===== src/design/threshold_event_queue_core_macros.svh =====
// ----------------------------------------------------------------------------
// threshold event queue assertion macros
// shared concurrent assertion forms for the event queue core
// ----------------------------------------------------------------------------
`ifndef THRESHOLD_EVENT_QUEUE_CORE_MACROS_SVH
`define THRESHOLD_EVENT_QUEUE_CORE_MACROS_SVH

// same-cycle implication, masked during reset
`define TEQ_ASSERT_NOW(label, clk, rst, ante, cons, msg) \
   label: assert property (@(posedge clk) disable iff (rst) (ante) |-> (cons)) \
      else $error(msg);

// next-cycle implication, masked during reset
`define TEQ_ASSERT_NEXT(label, clk, rst, ante, cons, msg) \
   label: assert property (@(posedge clk) disable iff (rst) (ante) |=> (cons)) \
      else $error(msg);

`endif


===== src/design/teq_pkg.sv =====
// ----------------------------------------------------------------------------
// threshold event queue package
// widths, codes and the queue entry type shared by the core and its channels
// ----------------------------------------------------------------------------
package teq_pkg;

   // default sizing
   localparam int QUEUE_DEPTH_DEFAULT   = 64;
   localparam int CHANNEL_COUNT_DEFAULT = 4;
   localparam int FILL_W_DEFAULT        = $clog2(QUEUE_DEPTH_DEFAULT + 1);

   // field widths
   localparam int CMD_W      = 2;
   localparam int CHAN_W     = 2;
   localparam int VALUE_W    = 24;
   localparam int TIME_W     = 32;
   localparam int STATUS_W   = 3;
   localparam int STAT_W     = 32;
   localparam int CSR_IDX_W  = 3;
   localparam int CSR_DATA_W = 24;
   localparam int MASK_W     = 4;
   localparam int STAT_COUNT = 4;

   // commands
   localparam logic [CMD_W-1:0] CMD_SAMPLE = 2'd0;
   localparam logic [CMD_W-1:0] CMD_POP    = 2'd1;
   localparam logic [CMD_W-1:0] CMD_STATS  = 2'd2;

   // result status codes
   localparam logic [STATUS_W-1:0] STATUS_OK       = 3'd0;
   localparam logic [STATUS_W-1:0] STATUS_QUEUED   = 3'd1;
   localparam logic [STATUS_W-1:0] STATUS_OVERFLOW = 3'd2;
   localparam logic [STATUS_W-1:0] STATUS_POPPED   = 3'd3;
   localparam logic [STATUS_W-1:0] STATUS_EMPTY    = 3'd4;

   // register indexes
   localparam logic [CSR_IDX_W-1:0] REG_THRESHOLD_BASE = 3'd0;
   localparam logic [CSR_IDX_W-1:0] REG_ENABLE_MASK    = 3'd4;
   localparam logic [CSR_IDX_W-1:0] REG_TRACK_STATS    = 3'd5;

   // statistic counter slots
   localparam int STAT_GENERATED = 0;
   localparam int STAT_PROCESSED = 1;
   localparam int STAT_OVERFLOWS = 2;
   localparam int STAT_VIOLATION = 3;

   // one queued event
   typedef struct packed {
      logic [CHAN_W-1:0]  chan;
      logic [VALUE_W-1:0] value;
      logic [TIME_W-1:0]  stamp;
   } event_entry_type;

endpackage


===== src/design/teq_channels.sv =====
// ----------------------------------------------------------------------------
// threshold event queue channels
// request, response and register write channels with valid/ready handshake
// ----------------------------------------------------------------------------

// request channel: one command word
interface teq_req_if import teq_pkg::*; ();
   logic                valid;
   logic                ready;
   logic [CMD_W-1:0]    command;
   logic [CHAN_W-1:0]   channel;
   logic [VALUE_W-1:0]  sample;
   logic [TIME_W-1:0]   timestamp;

   modport source (output valid, command, channel, sample, timestamp, input ready);
   modport sink   (input valid, command, channel, sample, timestamp, output ready);
endinterface

// response channel: one result word
interface teq_rsp_if import teq_pkg::*; #(parameter int FILL_W = FILL_W_DEFAULT) ();
   logic                valid;
   logic                ready;
   logic [STATUS_W-1:0] status;
   logic [CHAN_W-1:0]   event_channel;
   logic [VALUE_W-1:0]  event_value;
   logic [TIME_W-1:0]   event_time;
   logic [FILL_W-1:0]   fill_level;
   logic [STAT_W-1:0]   stat_value;

   modport source (output valid, status, event_channel, event_value, event_time,
                   fill_level, stat_value, input ready);
   modport sink   (input valid, status, event_channel, event_value, event_time,
                   fill_level, stat_value, output ready);
endinterface

// register write channel
interface teq_csr_if import teq_pkg::*; ();
   logic                  valid;
   logic                  ready;
   logic [CSR_IDX_W-1:0]  index;
   logic [CSR_DATA_W-1:0] data;

   modport source (output valid, index, data, input ready);
   modport sink   (input valid, index, data, output ready);
endinterface


===== src/design/threshold_event_queue_core.sv =====
// ----------------------------------------------------------------------------
// threshold event queue core
// latency: the result word is valid the cycle after its request word is taken
// throughput: one word per cycle while the result side keeps up; a held result word stalls requests
// reset: synchronous; queue empties, counters clear, enable mask all ones
// ----------------------------------------------------------------------------
`include "threshold_event_queue_core_macros.svh"

module threshold_event_queue_core import teq_pkg::*; #(
   parameter  int QUEUE_DEPTH   = QUEUE_DEPTH_DEFAULT,
   parameter  int CHANNEL_COUNT = CHANNEL_COUNT_DEFAULT,
   localparam int PTR_W         = $clog2(QUEUE_DEPTH),
   localparam int FILL_W        = $clog2(QUEUE_DEPTH + 1)
) (
   input  logic clock,
   input  logic reset,
   teq_req_if.sink   req_chan,
   teq_rsp_if.source rsp_chan,
   teq_csr_if.sink   csr_chan
);

   // configuration registers
   logic [VALUE_W-1:0]  thr_ff [CHANNEL_COUNT];
   logic [MASK_W-1:0]   en_ff;
   logic                track_ff;

   // queue control and counters
   logic [PTR_W-1:0]    rd_ptr_ff, rd_ptr_in;
   logic [PTR_W-1:0]    wr_ptr_ff, wr_ptr_in;
   logic [FILL_W-1:0]   count_ff, count_in;
   logic [STAT_W-1:0]   cnt_ff [STAT_COUNT];
   logic [STAT_W-1:0]   cnt_in [STAT_COUNT];

   // event memory and read data
   event_entry_type     mem [QUEUE_DEPTH];
   event_entry_type     rd_data_ff;
   event_entry_type     wr_entry;

   // output register
   logic                rsp_valid_ff;
   logic [STATUS_W-1:0] status_ff, status_in;
   logic [FILL_W-1:0]   fill_ff;
   logic [STAT_W-1:0]   stat_value_ff, stat_value_in;

   // decode
   logic                req_fire, csr_fire;
   logic [VALUE_W-1:0]  thr_sel;
   logic                ch_on, hit, full, empty;
   logic                do_push, do_drop, do_pop;
   logic                popped;

   assign req_fire       = req_chan.valid && req_chan.ready;
   assign csr_fire       = csr_chan.valid && csr_chan.ready;
   assign req_chan.ready = !rsp_valid_ff || rsp_chan.ready;
   assign csr_chan.ready = 1'b1;

   // threshold and enable of the addressed channel
   always_comb begin
      thr_sel = '0;
      ch_on   = 1'b0;
      for (int c = 0; c < CHANNEL_COUNT; c++) begin
         if (req_chan.channel == CHAN_W'(c)) begin
            thr_sel = thr_ff[c];
            ch_on   = en_ff[c];
         end
      end
   end

   assign hit     = ch_on && (req_chan.sample > thr_sel);
   assign full    = count_ff == FILL_W'(QUEUE_DEPTH);
   assign empty   = count_ff == '0;
   assign do_push = req_fire && (req_chan.command == CMD_SAMPLE) && hit && !full;
   assign do_drop = req_fire && (req_chan.command == CMD_SAMPLE) && hit && full;
   assign do_pop  = req_fire && (req_chan.command == CMD_POP) && !empty;

   assign wr_entry.chan  = req_chan.channel;
   assign wr_entry.value = req_chan.sample;
   assign wr_entry.stamp = req_chan.timestamp;

   // result status and stats read
   always_comb begin
      status_in     = STATUS_OK;
      stat_value_in = '0;
      case (req_chan.command)
         CMD_SAMPLE: begin
            if (hit) begin
               status_in = full ? STATUS_OVERFLOW : STATUS_QUEUED;
            end
         end
         CMD_POP: begin
            status_in = empty ? STATUS_EMPTY : STATUS_POPPED;
         end
         CMD_STATS: begin
            stat_value_in = cnt_ff[req_chan.channel];
         end
         default: begin
            status_in = STATUS_OK;
         end
      endcase
   end

   // pointer and fill level update, wrapping at the queue depth
   always_comb begin
      wr_ptr_in = wr_ptr_ff;
      rd_ptr_in = rd_ptr_ff;
      count_in  = count_ff;
      if (do_push) begin
         wr_ptr_in = (wr_ptr_ff == PTR_W'(QUEUE_DEPTH - 1)) ? '0 : wr_ptr_ff + 1'b1;
         count_in  = count_ff + 1'b1;
      end
      if (do_pop) begin
         rd_ptr_in = (rd_ptr_ff == PTR_W'(QUEUE_DEPTH - 1)) ? '0 : rd_ptr_ff + 1'b1;
         count_in  = count_ff - 1'b1;
      end
   end

   // statistic counters, advancing only while tracking
   always_comb begin
      for (int i = 0; i < STAT_COUNT; i++) begin
         cnt_in[i] = cnt_ff[i];
      end
      if (track_ff) begin
         if (do_push) begin
            cnt_in[STAT_GENERATED] = cnt_ff[STAT_GENERATED] + 1'b1;
         end
         if (do_pop) begin
            cnt_in[STAT_PROCESSED] = cnt_ff[STAT_PROCESSED] + 1'b1;
         end
         if (do_drop) begin
            cnt_in[STAT_OVERFLOWS] = cnt_ff[STAT_OVERFLOWS] + 1'b1;
         end
         if (do_push || do_drop) begin
            cnt_in[STAT_VIOLATION] = cnt_ff[STAT_VIOLATION] + 1'b1;
         end
      end
   end

   // control state
   always_ff @(posedge clock) begin
      if (reset) begin
         rd_ptr_ff    <= '0;
         wr_ptr_ff    <= '0;
         count_ff     <= '0;
         rsp_valid_ff <= 1'b0;
         for (int i = 0; i < STAT_COUNT; i++) begin
            cnt_ff[i] <= '0;
         end
      end else begin
         rd_ptr_ff <= rd_ptr_in;
         wr_ptr_ff <= wr_ptr_in;
         count_ff  <= count_in;
         for (int i = 0; i < STAT_COUNT; i++) begin
            cnt_ff[i] <= cnt_in[i];
         end
         if (req_fire) begin
            rsp_valid_ff <= 1'b1;
         end else if (rsp_chan.ready) begin
            rsp_valid_ff <= 1'b0;
         end
      end
   end

   // configuration writes
   always_ff @(posedge clock) begin
      if (reset) begin
         for (int c = 0; c < CHANNEL_COUNT; c++) begin
            thr_ff[c] <= '0;
         end
         en_ff    <= '1;
         track_ff <= 1'b1;
      end else if (csr_fire) begin
         for (int c = 0; c < CHANNEL_COUNT; c++) begin
            if (csr_chan.index == REG_THRESHOLD_BASE + CSR_IDX_W'(c)) begin
               thr_ff[c] <= csr_chan.data[VALUE_W-1:0];
            end
         end
         if (csr_chan.index == REG_ENABLE_MASK) begin
            en_ff <= csr_chan.data[MASK_W-1:0];
         end
         if (csr_chan.index == REG_TRACK_STATS) begin
            track_ff <= csr_chan.data[0];
         end
      end
   end

   // event memory: write on push, registered read on pop
   always_ff @(posedge clock) begin
      if (do_push) begin
         mem[wr_ptr_ff] <= wr_entry;
      end
      if (do_pop) begin
         rd_data_ff <= mem[rd_ptr_ff];
      end
   end

   // result payload register
   always_ff @(posedge clock) begin
      if (req_fire) begin
         status_ff     <= status_in;
         fill_ff       <= count_in;
         stat_value_ff <= stat_value_in;
      end
   end

   // event fields show only on a successful pop
   assign popped                 = status_ff == STATUS_POPPED;
   assign rsp_chan.valid         = rsp_valid_ff;
   assign rsp_chan.status        = status_ff;
   assign rsp_chan.fill_level    = fill_ff;
   assign rsp_chan.stat_value    = stat_value_ff;
   assign rsp_chan.event_channel = popped ? rd_data_ff.chan  : '0;
   assign rsp_chan.event_value   = popped ? rd_data_ff.value : '0;
   assign rsp_chan.event_time    = popped ? rd_data_ff.stamp : '0;

   // checks
   `TEQ_ASSERT_NOW(a_fill_bound, clock, reset, 1'b1,
      count_ff <= FILL_W'(QUEUE_DEPTH), "fill level beyond queue depth")
   `TEQ_ASSERT_NOW(a_empty_ptrs, clock, reset, count_ff == '0,
      rd_ptr_ff == wr_ptr_ff, "empty queue with pointers apart")
   `TEQ_ASSERT_NEXT(a_pop_empty, clock, reset,
      req_fire && (req_chan.command == CMD_POP) && empty,
      (status_ff == STATUS_EMPTY) && (count_ff == '0), "pop on empty queue changed state")
   `TEQ_ASSERT_NEXT(a_full_drop, clock, reset, do_drop,
      (status_ff == STATUS_OVERFLOW) && (count_ff == FILL_W'(QUEUE_DEPTH)),
      "drop on full queue changed fill level")

endmodule

===== src/flat_wrapper.sv =====
// flat-port wrapper written by rule: the top's interface ports become plain ports
module threshold_event_queue_core_flat import teq_pkg::*;
#(
   parameter  int QUEUE_DEPTH   = QUEUE_DEPTH_DEFAULT,
   parameter  int CHANNEL_COUNT = CHANNEL_COUNT_DEFAULT,
   localparam int PTR_W         = $clog2(QUEUE_DEPTH),
   localparam int FILL_W        = $clog2(QUEUE_DEPTH + 1)
)
  (clock, reset, req_chan_valid, req_chan_command, req_chan_channel, req_chan_sample, req_chan_timestamp, req_chan_ready, rsp_chan_valid, rsp_chan_status, rsp_chan_event_channel, rsp_chan_event_value, rsp_chan_event_time, rsp_chan_fill_level, rsp_chan_stat_value, rsp_chan_ready, csr_chan_valid, csr_chan_index, csr_chan_data, csr_chan_ready);
  teq_req_if req_chan_i ();
  teq_rsp_if rsp_chan_i ();
  teq_csr_if csr_chan_i ();
  input  logic clock;
  input  logic reset;
  input wire logic [$bits(req_chan_i.valid)-1:0] req_chan_valid;
  input wire logic [$bits(req_chan_i.command)-1:0] req_chan_command;
  input wire logic [$bits(req_chan_i.channel)-1:0] req_chan_channel;
  input wire logic [$bits(req_chan_i.sample)-1:0] req_chan_sample;
  input wire logic [$bits(req_chan_i.timestamp)-1:0] req_chan_timestamp;
  output wire logic [$bits(req_chan_i.ready)-1:0] req_chan_ready;
  output wire logic [$bits(rsp_chan_i.valid)-1:0] rsp_chan_valid;
  output wire logic [$bits(rsp_chan_i.status)-1:0] rsp_chan_status;
  output wire logic [$bits(rsp_chan_i.event_channel)-1:0] rsp_chan_event_channel;
  output wire logic [$bits(rsp_chan_i.event_value)-1:0] rsp_chan_event_value;
  output wire logic [$bits(rsp_chan_i.event_time)-1:0] rsp_chan_event_time;
  output wire logic [$bits(rsp_chan_i.fill_level)-1:0] rsp_chan_fill_level;
  output wire logic [$bits(rsp_chan_i.stat_value)-1:0] rsp_chan_stat_value;
  input wire logic [$bits(rsp_chan_i.ready)-1:0] rsp_chan_ready;
  input wire logic [$bits(csr_chan_i.valid)-1:0] csr_chan_valid;
  input wire logic [$bits(csr_chan_i.index)-1:0] csr_chan_index;
  input wire logic [$bits(csr_chan_i.data)-1:0] csr_chan_data;
  output wire logic [$bits(csr_chan_i.ready)-1:0] csr_chan_ready;
  assign req_chan_i.valid = req_chan_valid;
  assign req_chan_i.command = req_chan_command;
  assign req_chan_i.channel = req_chan_channel;
  assign req_chan_i.sample = req_chan_sample;
  assign req_chan_i.timestamp = req_chan_timestamp;
  assign req_chan_ready = req_chan_i.ready;
  assign rsp_chan_valid = rsp_chan_i.valid;
  assign rsp_chan_status = rsp_chan_i.status;
  assign rsp_chan_event_channel = rsp_chan_i.event_channel;
  assign rsp_chan_event_value = rsp_chan_i.event_value;
  assign rsp_chan_event_time = rsp_chan_i.event_time;
  assign rsp_chan_fill_level = rsp_chan_i.fill_level;
  assign rsp_chan_stat_value = rsp_chan_i.stat_value;
  assign rsp_chan_i.ready = rsp_chan_ready;
  assign csr_chan_i.valid = csr_chan_valid;
  assign csr_chan_i.index = csr_chan_index;
  assign csr_chan_i.data = csr_chan_data;
  assign csr_chan_ready = csr_chan_i.ready;
  threshold_event_queue_core #(.QUEUE_DEPTH(QUEUE_DEPTH), .CHANNEL_COUNT(CHANNEL_COUNT)) u_core (.clock(clock), .reset(reset), .req_chan(req_chan_i), .rsp_chan(rsp_chan_i), .csr_chan(csr_chan_i));
endmodule

===== config.mk =====
export PLATFORM = sky130hd
export DESIGN_NAME = threshold_event_queue_core_flat
export DESIGN_NICKNAME = d
export VERILOG_FILES = /design/src/design/teq_pkg.sv /design/src/design/teq_channels.sv /design/src/design/threshold_event_queue_core.sv /design/src/flat_wrapper.sv
export VERILOG_INCLUDE_DIRS = /design/src /design/src/design
export SDC_FILE = /design/constraint.sdc
export NUM_CORES = 2
export LEC_CHECK = 0
export BUFFER_PORTS_ARGS = -buffer_cell sky130_fd_sc_hd__buf_2
export CORE_MARGIN = 5
export CORE_UTILIZATION = 40
export DETAILED_ROUTE_END_ITERATION = 8
export PLACE_DENSITY_LB_ADDON = 0.3
export SYNTH_ARGS = -nofsm -noshare
export SYNTH_HDL_FRONTEND = slang
export SYNTH_SLANG_ARGS = --single-unit

===== constraint.sdc =====
create_clock -name clock -period 27.2 [get_ports clock]
set_input_delay 2.72 -clock clock [delete_from_list [all_inputs] [get_ports clock]]
set_output_delay 2.72 -clock clock [all_outputs]
set_load 0.01 [all_outputs]

==> impl_metrics.tcl <==
set metrics [dict create \
    clock_sinks 4061 \
    rrSetupSlack_ps 20630 \
    powerDensity_nw_per_um2 73.2 \
    synth.avg_cell_area_um2 23.3 \
    die_w_um 636 \
    postCtsSetupBuffers 0 \
    hp-start "u_core.cnt_ff[3][1]" \
    fin_nets 7304 \
    vias 74200 \
    required_ps 27740 \
    yosysTopAreaCell "edfxtp_1" \
    first_pass_iters 5 \
    synthCells 6726 \
    synth_nets 6851 \
    synth_seq_cells 4061 \
    place_congestion 0.797 \
    hold_violations 0 \
    fin_cells 12700 \
    rsz0062_at_grt "false" \
    cp-start-kind "input pin" \
    grt_overflow 0 \
    synth_top_area_share_pct 74.9 \
    grt_antenna_before_repair 57 \
    synth_edf_count 3908 \
    cp_cell_sequence "buf_6 > buf_4 > mux4_2 > inv_1 > ha_1 > and4_1 > a2111oi_0 > o31a_1 > o21ai_2 > o211ai_2 > nand2b_4 > or4_1 > nor2_4 > buf_4 > buf_4" \
    cts_tree "done" \
    r2r_start "u_core.rd_ptr_ff[0]" \
    seq_area_um2 120000 \
    multi_input_area_um2 35200 \
    detail-route-antenna-nets 0 \
    synth-main-ff-cell "edfxtp_1" \
    grt_usage_pct 20.5 \
    clk_pin_slew_ps 60 \
    synth_cell_type_count 66 \
    cts_buffers 408 \
    cts_resized 0 \
    wl_um 420000 \
    crit_start "req_chan_channel[0]" \
    period_needed_ps 9100 \
    setup_viol 0 \
    maxSlewViolCount 0 \
    fp.dieArea_um2 404000 \
    status "completed" \
    cts_buffer_depth 4 \
    grt_pass1_vias 75200 \
    wl_per_cell_um 33.0 \
    drive_gt1_share_pct 31.3 \
    area_growth_pct 13.6 \
    cp_max_fo 79 \
    placed_cells 12000 \
    critPathCaptureType "register" \
    fill_cells 32100 \
    cp_slowest_cell "or4_1" \
    cts_htree_levels 5 \
    die_h_um 636 \
    fin_setup_tns_ps 0 \
    synth.most_common_cell "edfxtp_1" \
    route.detailed.drc 0 \
    critPathBufInv 5 \
    post-route-period-util_pct 33.5 \
    cap_violations 0 \
    drt_iter0_drc 9628 \
    crit_type "in2reg" \
    initial_core_util_pct 40.2 \
    worstMarginPinSlew_ps 1390 \
    synthArstFlopShare_pct 0 \
    fmax_mhz 110 \
    cts_root_buf "clkbuf_16" \
    clock_latency_ps 980 \
    cpLargestDelayFamily "buffers and inverters" \
    io_pins 195 \
    core_area_um2 390000 \
    grt_max_degree 146 \
    row_count 229 \
    yosys-top-cells-count "3908 x edfxtp_1, 1275 x mux4_2, 241 x clkbuf_1, 200 x nor2_1, 166 x and2_1" \
    max_stage_delay_ps 910 \
    ctsHoldBuffers 0 \
    slew-limit-headroom_pct 7.08 \
    arrival_ps 9640 \
    clock_skew_ps 77.2 \
    grt_pass1_wl_um 592000 \
    ys_seq_area_share_pct 76.8 \
    dpl.hpwl_um 242000 \
    synth_area_um2 157000 \
    leakagePower_uw 0.0534 \
    ir_drop_uv 56.3 \
    synthTopCellsByArea "edfxtp_1 75%, mux4_2 18%, dfxtp_1 2.0%" \
    ys_warn_count 0 \
    hold_class "reg2reg" \
    vias_per_cell 5.83 \
    cpMostUsedCell "buf_4" \
    portBuffers 193 \
]
-- logic make-up after synthesis --
group           count (synthesis)  synth area share, %
fa+ha+maj                      33                0.263
buf+inv                       400                 1.02
simple gates                  725                 2.42
mux                          1278                 18.3
flops                        4061                 76.8
xor+xnor                      111                0.620
other cells                     1              0.00239
compound gates                117                0.503
-- worst paths after layout --
path,to,depth (start not counted)
worst max-delay path,u_core.mem[41][10],15
worst min-delay path,u_core.cnt_ff[3][1],2
worst max register to register,u_core.rd_data_ff[37],7
worst min register to register,u_core.cnt_ff[3][1],2
-- tightest hold or removal path: cells and delay by family (launching register included) --
family / cells / cell delay (ps)
DFF: 1 / 340
and+or+nand+nor: 1 / 70
AOI/OAI and AO/OA: 1 / 50
-- metal layers --
metal | vias to the layer above | global-route usage, % | wire length, µm
li1 | 29500 | - | -
met1 | 40500 | 28.8 | 169000
met2 | 3472 | 32.7 | 202000
met3 | 591 | 4.55 | 37800
met4 | 32 | 4.93 | 10800
met5 | - | 0 | 206
-- metrics by stage --
stage | worst slack [ps] | power [µW] | cell area, µm² | utilization (%) | hold slack (ps)
2_1_floorplan | 15120 | 7370 | 157000 | - | 457
3_3_place_gp | 17250 | 7640 | 165000 | 42.3 | 469
3_5_place_dp | 17130 | 7650 | 165000 | 42.3 | 486
4_1_cts | 18130 | 13100 | 178000 | 45.7 | 494
5_1_grt | 17850 | 13400 | 178000 | 45.7 | 510
6_report | 18100 | 13000 | 178000 | 45.7 | 505
-- power by group --
group          switching, µW  internal, µW
clock                   2390          3140
combinational            359           245
sequential              16.3          6880
-- area by class of cell --
type                            instances  area share, %
Multi-Input combinational cell       2265           19.8
Clock inverter                        241           1.28
Sequential cell                      4061           67.6
Tap cell                             5197           3.65
Antenna cell                            7        0.00984
Inverter                               48          0.104
Clock buffer                          508           6.07
Timing Repair Buffer                  395           1.44
-- state kept, by name, summed over array words and instances (netlist names) --
register / cells
u_core.rsp_chan.status: 3
u_core.cnt_ff: 128
u_core.rsp_chan.valid: 1
u_core.count_ff: 7
u_core.track_ff: 1
u_core.mem: 3712
u_core.rd_ptr_ff: 6
u_core.thr_ff: 96
u_core.en_ff: 4
u_core.wr_ptr_ff: 6
u_core.rsp_chan.fill_level: 7
u_core.rsp_chan.stat_value: 32
u_core.rd_data_ff: 58
-- cell usage in the layout, fill, tap and decap left out, types with 7 or more instances in the layout --
master,n
nor3_1,22
o21ai_0,30
nand4_1,25
xor2_1,60
nand2b_1,7
nand2_1,90
clkinv_1,76
ha_1,33
nand3_1,63
edfxtp_1,3908
clkinvlp_4,17
and4_1,11
diode_2,7
mux4_2,1275
buf_4,199
nor4_1,16
nor2_1,135
inv_6,16
or3_1,22
nor2b_1,49
or4_1,8
a21oi_1,39
and3_1,29
clkbuf_1,87
and2_1,165
nor2_4,64
clkbuf_16,417
buf_2,189
clkinv_4,16
bufinv_16,33
dfxtp_1,147
inv_1,47
xnor2_1,51
clkinv_2,72
Power figures use the tool's default switching activity.
